`src/grfw_pkg.sv`:
```
// ----------------------------------------------------------------------------
// grfw_pkg - shared types and constants of the glyph row framebuffer writer
// Layout constants, mask tables, and the command/status bundles that join the
// controller to the datapath.
// ----------------------------------------------------------------------------
package grfw_pkg;

    // Shadow store geometry
    localparam int STORE_AW    = 16;
    localparam int STORE_DEPTH = 1 << STORE_AW;

    // Cell geometry
    localparam int CELL_HEIGHT      = 12;
    localparam int WIDE_CELL_HEIGHT = 10;
    localparam int WIDE_ROW_BYTES   = WIDE_CELL_HEIGHT * 160;

    // Screen constants
    localparam logic [19:0] CGA_BASE    = 20'hB8000;
    localparam logic [19:0] VGA_BASE    = 20'hA0000;
    localparam logic [17:0] INTERLEAVE  = 18'h02000;
    localparam logic [17:0] SIX_PX_LEFT = 18'd120;
    localparam logic [7:0]  FULL_MASK   = 8'hFF;

    // Input kinds
    localparam logic [1:0] KIND_SIX    = 2'd0;
    localparam logic [1:0] KIND_EIGHT  = 2'd1;
    localparam logic [1:0] KIND_WIDE   = 2'd2;
    localparam logic [1:0] KIND_FORGET = 2'd3;

    // Video mode currently programmed
    typedef enum logic [1:0] {
        MODE_NONE = 2'd0,
        MODE_CGA  = 2'd1,
        MODE_VGA  = 2'd2
    } t_mode;

    // Controller -> datapath commands
    typedef struct packed {
        logic idle;      // ready for a new request
        logic forget;    // drop the current video mode
        logic mode_evt;  // emit mode event, take new mode
        logic clr_step;  // clear one shadow byte
        logic rd;        // read the selected shadow byte
        logic mrg;       // merge, write back, emit if changed
        logic second;    // selects the second byte of the row
        logic flush;     // release the held result as the last one
    } t_cmd;

    // Datapath -> controller status
    typedef struct packed {
        logic accepted;
        logic kind_forget;
        logic mode_change;
        logic row_ok;
        logic has_second;
        logic clr_last;
        logic out_free;
    } t_sts;

    // One result without its last flag
    typedef struct packed {
        logic        event_res;
        logic        video_mode;
        logic [19:0] address;
        logic [7:0]  data;
    } t_res;

    // Six-pixel cells: mask of the first byte by cell phase
    function automatic logic [7:0] left_mask(input logic [1:0] ph);
        logic [7:0] m;
        case (ph)
            2'd0:    m = 8'hFC;
            2'd1:    m = 8'h03;
            2'd2:    m = 8'h0F;
            default: m = 8'h3F;
        endcase
        return m;
    endfunction

    // Six-pixel cells: mask of the spill byte by cell phase
    function automatic logic [7:0] right_mask(input logic [1:0] ph);
        logic [7:0] m;
        case (ph)
            2'd1:    m = 8'hF0;
            2'd2:    m = 8'hC0;
            default: m = 8'h00;
        endcase
        return m;
    endfunction

    // Rotate left by twice the phase
    function automatic logic [7:0] rot_phase(input logic [7:0] p, input logic [1:0] ph);
        logic [7:0] r;
        case (ph)
            2'd0:    r = p;
            2'd1:    r = {p[5:0], p[7:6]};
            2'd2:    r = {p[3:0], p[7:4]};
            default: r = {p[1:0], p[7:2]};
        endcase
        return r;
    endfunction

endpackage

```
`src/grfw_ctrl.sv`:
```
// ----------------------------------------------------------------------------
// grfw_ctrl - sequencing controller
// Walks each request through offset calculation, the optional mode event and
// shadow clear, up to two read-modify-writes and a flush, or forgets the mode.
// ----------------------------------------------------------------------------
module grfw_ctrl
    import grfw_pkg::*;
(
    input  logic i_clk,
    input  logic i_rst_n,
    input  t_sts i_sts,
    output t_cmd o_cmd
);

    typedef enum logic [8:0] {
        S_CLR   = 9'b000000001,
        S_IDLE  = 9'b000000010,
        S_CALC1 = 9'b000000100,
        S_CALC2 = 9'b000001000,
        S_CALC3 = 9'b000010000,
        S_MODE  = 9'b000100000,
        S_RD    = 9'b001000000,
        S_MRG   = 9'b010000000,
        S_FLUSH = 9'b100000000
    } t_state;

    t_state r_state, n_state;
    logic   r_second, n_second;
    logic   r_after_mode, n_after_mode;

    // Next state and commands
    always_comb begin
        n_state      = r_state;
        n_second     = r_second;
        n_after_mode = r_after_mode;
        o_cmd        = '0;
        o_cmd.second = r_second;
        unique case (r_state)
            S_CLR: begin
                o_cmd.clr_step = 1'b1;
                if (i_sts.clr_last) begin
                    n_second = 1'b0;
                    if (!r_after_mode) begin
                        n_state = S_IDLE;
                    end else if (i_sts.row_ok) begin
                        n_state = S_RD;
                    end else begin
                        n_state = S_FLUSH;
                    end
                end
            end
            S_IDLE: begin
                o_cmd.idle = 1'b1;
                if (i_sts.accepted) begin
                    n_state = S_CALC1;
                end
            end
            S_CALC1: begin
                if (i_sts.kind_forget) begin
                    o_cmd.forget = 1'b1;
                    n_state      = S_IDLE;
                end else begin
                    n_state = S_CALC2;
                end
            end
            S_CALC2: n_state = S_CALC3;
            S_CALC3: n_state = S_MODE;
            S_MODE: begin
                n_second = 1'b0;
                if (i_sts.mode_change) begin
                    if (i_sts.out_free) begin
                        o_cmd.mode_evt = 1'b1;
                        n_after_mode   = 1'b1;
                        n_state        = S_CLR;
                    end
                end else if (i_sts.row_ok) begin
                    n_state = S_RD;
                end else begin
                    n_state = S_FLUSH;
                end
            end
            S_RD: begin
                o_cmd.rd = 1'b1;
                n_state  = S_MRG;
            end
            S_MRG: begin
                if (i_sts.out_free) begin
                    o_cmd.mrg = 1'b1;
                    if (!r_second && i_sts.has_second) begin
                        n_second = 1'b1;
                        n_state  = S_RD;
                    end else begin
                        n_state = S_FLUSH;
                    end
                end
            end
            S_FLUSH: begin
                if (i_sts.out_free) begin
                    o_cmd.flush = 1'b1;
                    n_state     = S_IDLE;
                end
            end
            default: n_state = S_IDLE;
        endcase
    end

    // State registers; reset starts with a clear pass of the shadow store
    always_ff @(posedge i_clk) begin
        if (!i_rst_n) begin
            r_state      <= S_CLR;
            r_second     <= 1'b0;
            r_after_mode <= 1'b0;
        end else begin
            r_state      <= n_state;
            r_second     <= n_second;
            r_after_mode <= n_after_mode;
        end
    end

endmodule

```
`config.mk`:
```
export PLATFORM = sky130hd
export DESIGN_NAME = grfw_ctrl
export DESIGN_NICKNAME = d
export VERILOG_FILES = /design/src/grfw_pkg.sv /design/src/grfw_ctrl.sv
export SDC_FILE = /design/constraint.sdc
export NUM_CORES = 1
export LEC_CHECK = 0
export BUFFER_PORTS_ARGS = -buffer_cell sky130_fd_sc_hd__buf_2
export CAP_MARGIN = 20
export CORE_AREA = 2 2 60 62
export DETAILED_ROUTE_END_ITERATION = 10
export DIE_AREA = 0 0 62 64
export PLACE_DENSITY = 0.4
export SYNTH_ARGS = -nofsm -noshare
export SYNTH_HDL_FRONTEND = slang
export SYNTH_SLANG_ARGS = --single-unit
export TNS_END_PERCENT = 50
```
`constraint.sdc`:
```
create_clock -name i_clk -period 3.6 [get_ports i_clk]
set_input_delay 0.36 -clock i_clk [delete_from_list [all_inputs] [get_ports i_clk]]
set_output_delay 0.36 -clock i_clk [all_outputs]
set_load 0.02 [all_outputs]
```
# == Yosys cells after proc, flatten, opt, wreduce, memory -nomap -nowiden ==
# Index checks and enable logic that the tools add are counted.
# word_totals
register_bits,11
wordCells,49
input_bits,9
# op_classes
n_reduce_logical,6
n_eq_ne,15
muxes,25
# op_table
operator,n
two-way mux 9 bit,9
one-hot mux 9 bit (9 select lines),1
two-way mux 1 bit,13
"inequality test 2 bit, second input constant",5
"equality test 9 x 1 -> 1 bit, second input constant",1
"equality test 9 x 2 -> 1 bit, second input constant",1
"equality test 9 x 3 -> 1 bit, second input constant",1
"equality test 9 x 4 -> 1 bit, second input constant",1
"equality test 9 x 5 -> 1 bit, second input constant",1
"equality test 9 x 6 -> 1 bit, second input constant",1
"equality test 9 x 7 -> 1 bit, second input constant",1
"equality test 9 x 8 -> 1 bit, second input constant",1
"equality test 9 bit, second input constant",1
AND reduction 5 bit,1
two-way mux 4 bit,1
AND reduction 4 bit,1
"inequality test 3 bit, second input constant",1
one-hot mux 1 bit (3 select lines),1
AND reduction 3 bit,1
nonzero test 3 bit,1
logical AND 1 bit,1
zero test 1 bit,1

# == Longest topological paths before layout ==
# Gate-level depths: netlist (run 1).
# logic_depth
ltp_word,5
ltp_mapped,7
depth_no_buf,5

# == Worst setup path before layout (run 1) ==
# Ideal clock, no wire load.
# synth_timing
kind,reg2out
from,reg r_state[6]
to,out o_cmd[6] (netlist bit)
t_arrival_ns,1.381
required_ns,3.240
stages_incl_launch_ff,6
slack_ns,1.859
cell_sequence,dfxtp_1 buf_2 nor3_2 nand2_1 or3_1 nor2_1
# synth_lines
item,line_no,text
start: declaration,grfw_ctrl.sv:27,"t_state r_state, n_state;"
start signal: assignment,grfw_ctrl.sv:114,r_state <= n_state;
end: declaration,grfw_ctrl.sv:12,output t_cmd o_cmd

==> results of run 1 <==
cell type report:
cell class / count / area (sq um)
tap: 46 / 57.6
multi-input combinational: 79 / 523
inverter: 5 / 18.8
clock buffer: 3 / 22.5
fill: 374 / 2360
timing repair buffer: 16 / 80.1
clock inverter: 1 / 5.00
sequential: 11 / 220
registers in the layout, summed over array words and instances, names as in the netlist:
name          cells
r_state           9
r_after_mode      1
r_second          1
power by group through the flow:
stage,logic (W),clock network (W),registers (W)
after detailed placement,0.0000721,0,0.000137
after global routing,0.0000818,0.000100,0.000135
after CTS,0.0000726,0.0000930,0.000134
final,0.0000717,0.0000902,0.000134
after floorplan,0.0000584,0,0.000133
after global placement,0.0000734,0,0.000136
kinds of logic after synthesis:
kind of cell	synth area share, %
AO/OA/AOI/OAI	14.0
multiplexers	1.23
AND/OR/NAND/NOR	45.9
flip-flops	27.1
XOR/XNOR	3.24
buffers and inverters	8.48
stage by stage:
| stage | total power (W) | area [sq um] | setup slack [ns] |
|---|---|---|---|
| after floorplan | 0.000191 | 812 | 1.86 |
| after global placement | 0.000210 | 900 | 1.78 |
| after detailed placement | 0.000209 | 900 | 1.76 |
| after CTS | 0.000300 | 927 | 1.43 |
| after global routing | 0.000317 | 927 | 1.23 |
| final | 0.000296 | 927 | 1.44 |
synth_stat cells (all sizes together):
cell type / count
a22oi: 1
and2b: 1
nor2: 14
o211ai: 1
o32ai: 1
a2bb2oi: 1
a32o: 1
dfxtp: 11
buf: 7
a31oi: 1
nand3b: 1
or3: 5
nor3: 9
nand3: 4
inv: 5
a2111oi: 1
nor4b: 3
and2: 1
o21a: 1
xor2: 3
a21oi: 4
mux2i: 1
a221oi: 2
nor2b: 2
nand2b: 5
and4: 3
o2bb2ai: 1
nor4: 1
nor3b: 1
nand2: 8
nand4: 2
metal layers:
layer	GRT usage, %	wire (microns)	vias to the layer above
met2	17.2	951	14
li1	-	-	392
met4	5.05	38	0
met3	3.24	71	5
met5	0	0	-
met1	15.7	950	353
worst max-delay path by stage:
stage,startpoint,to,cells past startpoint,slack (ns)
6_report,r_state[1],o_cmd[5],4,1.44
5_1_grt,r_state[0],o_cmd[5],4,1.23
4_1_cts,r_state[1],o_cmd[5],4,1.43
3_5_place_dp,r_state[1],o_cmd[5],4,1.76
3_3_place_gp,r_state[1],o_cmd[2],4,1.78
2_1_floorplan,r_state[6],o_cmd[6],5,1.86
==> metrics.cfg, run 1 <==
[status]
status = completed

[power]
p_seq_share_pct = 45.3
max-vdd-ir-drop_v = 0.000118
p_int_w = 0.000198
combPwrFrac_pct = 24.2
swShare_pct = 32.9
p_per_area_nw_per_um2 = 319
p_leak_nw = 0.381
pwr-share-clk_pct = 30.5
power.net_switching_w = 0.0000974

[clock_tree]
cts_buffers = 3
cts_resized = 0
cts.hold.buffers_added = 0
postCtsSetupRepairBufs = 0
root_buffer = clkbuf_4
clk_path_buf_depth = 2
cts.htree.levels = 1
clk_pin_slew_worst_paths_ns = 0.09
clk_latency_ns = 0.28
cts_tree = yes
cts.sinks = 11

[setup_path]
slowest_delay_ns = 0.42
r2r-start = r_state[1]
r2r_slack_ns = 1.95
crit_buf_inv = 1
reg2reg_depth = 5
cp_slowest_cell = nor3_1
crit_arrival_ns = 1.80
rr_endpoint = r_state[2]
cp-start-kind = register
crit_fanout = 9
end_kind = primary output
worstPathRequired_ns = 3.24
cp_cell_sequence = nor3_1, nand4_1, nor2_1, buf_2
path_delay_family = simple AND/OR/NAND/NOR gates
worst-setup-path-type = register to primary output

[detailed_routing]
drt_iter0_drc = 13
wl_microns = 2010
drc_errors = 0
avgViaCountPerCell = 4.75
ant_nets = 0
dr.pass1.iters = 4
vias = 764
routedWlPerCell_microns = 12.5

[layout]
final_cell_mix = buf_2, nor2_1, dfxtp_1
drive_above_1_share_pct = 27.0
fin_util_pct = 28.2
nets = 125
antenna_cells = 0
syn2layout_area_growth_pct = 14.2
final_cells = 161
mostFrequentLayoutCell = buf_2

[run]
maxCapViolations = 0

[min_path]
hold_depth = 2
min_to = r_state[3]
min_path_type = primary input to register
hp-start = i_sts[5]

[die]
rows = 21
dieWidth_microns = 62
start_util_pct = 24.7
io_pins = 17
core_sq_um = 3280
die_area_sq_um = 3970
fp.dieH_microns = 64

[timing]
hold_viol = 0
worstMarginPinSlew_ns = 0.431
min_period_over_period_pct = 60.0
tns_ns = 0
fmax_mhz = 463
skew_ns = 0.00911
slew_viol_final = 0
maxSlewHeadroom_pct = 71.0
setup_violations = 0
period_minus_slack_ns = 2.16
fin_hold_ws_ns = 0.249
rsz0062_at_grt = false

[yosys]
syn_area_per_cell_sq_um = 7.96
synth_warnings = 0
ys_types = 37
synthCells = 102
netlist_area_sq_um = 812
synth_nets = 111
synth_top_area_share_pct = 27.1
yosysTopAreaCell = dfxtp_1
ys_seq_area_share_pct = 27.1
ys_ff_latch = 11
synth_area_leaders = dfxtp_1, nor2_1, or3_4

[grt]
grt_overflow_total = 0
grt_max_degree = 11
grt_first_pass_wirelength_microns = 3460
grt_usage_pct = 11.7
antenna_found_initial = 0
grt_pass1_vias = 744

[placed_design]
port_buffers = 16
dpl.cell_count = 157
detailed_place_hpwl_microns = 1600
gp_congestion = 0.768

No activity file was read; power rests on OpenSTA's default activity.
==> run 2, diff against run 1 <==
==> constraint.sdc (replaced) <==
create_clock -name i_clk -period 2.2 [get_ports i_clk]
set_input_delay 0.22 -clock i_clk [delete_from_list [all_inputs] [get_ports i_clk]]
set_output_delay 0.22 -clock i_clk [all_outputs]
set_load 0.02 [all_outputs]
==> metrics.cfg, run 2 (synthesis results as in run 1) <==
[timing]
skew_ns = 0.00976  ; +0.000656 ns
min_period_over_period_pct = 88.8
slew_viol_final = 0  ; unchanged
setup_violations = 0  ; unchanged
tns_ns = 0  ; unchanged
worstMarginPinSlew_ns = 0.386  ; -0.0452 ns
rsz0062_at_grt = false
finalWorstSetupSlack_ns = 0.247  ; -1.19 ns
hold_viol = 0  ; unchanged
fmax_mhz = 512
period_minus_slack_ns = 1.95
maxSlewHeadroom_pct = 73.9  ; +2.9 points

[power]
max-vdd-ir-drop_v = 0.000365  ; +210%
p_leak_nw = 0.386  ; +1.3%
p_per_area_nw_per_um2 = 520  ; +63%

[placed_design]
port_buffers = 16  ; unchanged
gp_congestion = 0.765  ; -0.46%
detailed_place_hpwl_microns = 1580  ; -1.4%
pre_cts_ws_ns = 0.537  ; -1.22 ns

[grt]
antenna_found_initial = 0  ; unchanged
grt_pass1_vias = 712  ; -4.3%
grt_max_degree = 11  ; unchanged
grt_first_pass_wirelength_microns = 3300  ; -4.8%
grt_overflow_total = 0  ; unchanged
grt_usage_pct = 11.3  ; -0.46 points

[layout]
antenna_cells = 0  ; unchanged
top_register = r_state
mostFrequentLayoutCell = buf_2
reg_top3 = r_state x9, r_after_mode x1, r_second x1
final_cell_mix = buf_2, nor2_1, dfxtp_1
nFillCells = 377  ; +0.80%
fin_util_pct = 28.5  ; +0.23 points
drive_above_1_share_pct = 27.6  ; +0.63 points
nets = 126  ; +0.80%
syn2layout_area_growth_pct = 15.1
largest_reg_flops = 9  ; unchanged

[die]
fp.dieH_microns = 64  ; unchanged
start_util_pct = 24.7  ; unchanged
die_area_sq_um = 3970  ; unchanged
core_sq_um = 3280  ; unchanged
rows = 21  ; unchanged
dieWidth_microns = 62  ; unchanged
io_pins = 17  ; unchanged

[detailed_routing]
routedWlPerCell_microns = 12.2  ; -2.4%
drt_iter0_drc = 16  ; +3
dr.pass1.iters = 4  ; unchanged
avgViaCountPerCell = 4.65  ; -1.9%
vias = 754  ; -1.3%
ant_nets = 0  ; unchanged
drc_errors = 0  ; unchanged
wl_microns = 1980  ; -1.8%

[clock_tree]
root_buffer = clkbuf_4
cts_resized = 0  ; unchanged
cts.hold.buffers_added = 0  ; unchanged
clk_pin_slew_worst_paths_ns = 0.09  ; about the same
cts.htree.levels = 1  ; unchanged
cts_buffers = 3  ; unchanged
clk_path_buf_depth = 2  ; unchanged
cts_tree = yes
clk_latency_ns = 0.27  ; about the same
cts.sinks = 11  ; unchanged
postCtsSetupRepairBufs = 0  ; unchanged

[run]
maxCapViolations = 0  ; unchanged

[setup_path]
cp-start-kind = register
worst-setup-path-type = register to primary output
r2r_slack_ns = 0.58  ; -1.37 ns
crit_arrival_ns = 1.73  ; -0.07 ns
worstPathRequired_ns = 1.98  ; -1.26 ns
end_kind = primary output
crit_fanout = 10  ; +1

[status]
status = completed

[min_path]
min_path_type = primary input to register

run 2: layer usage:
metal	up-vias	track usage (%)	wire (microns)
met4	0	3.99	19
met5	-	0	0
met1	345	15.8	942
met2	10	16.7	943
li1	397	-	-
met3	2	2.43	70
run 2: per-stage QoR:
stage / instance area [sq um] / hold WS (ns) / total power [W] / std cells
CTS: 935 / 0.115 / 0.000490 / 162
finish: 935 / 0.113 / 0.000486 / 162
global route: 935 / 0.0990 / 0.000519 / 162
global placement: 907 / 0.404 / 0.000348 / 158
floorplan: 812 / 0.282 / 0.000313 / 102
detailed placement: 907 / 0.408 / 0.000346 / 158
run 2: worst paths after layout:
path                                 start          to  depth (start not counted)
worst max register to register  r_state[2]  r_state[2]                          5
worst max-delay path            r_state[0]    o_cmd[2]                          4
worst min-delay path              i_sts[5]  r_state[3]                          2
worst min register to register    r_second    r_second                          2
run 2: where the power goes:
group,switching [W],internal [W]
Sequential,0.0000142,0.000206
Clock,0.0000768,0.0000673
Combinational,0.0000665,0.0000550
run 2: cell type report:
class | instances | area (sq um) | area share (%)
clock buffer | 3 | 22.5 | 2.41
clock inverter | 1 | 5.00 | 0.535
inverter | 5 | 18.8 | 2.01
multi-input combinational | 79 | 523 | 56.0
sequential | 11 | 220 | 23.6
tap | 46 | 57.6 | 6.16
timing repair buffer | 17 | 87.6 | 9.37
run 2: worst max-delay path: stages, from the launching register on:
cell	delay, ns
dfxtp_1	0.42
or3_4	0.39
nor4_4	0.30
and2_1	0.18
buf_2	0.16
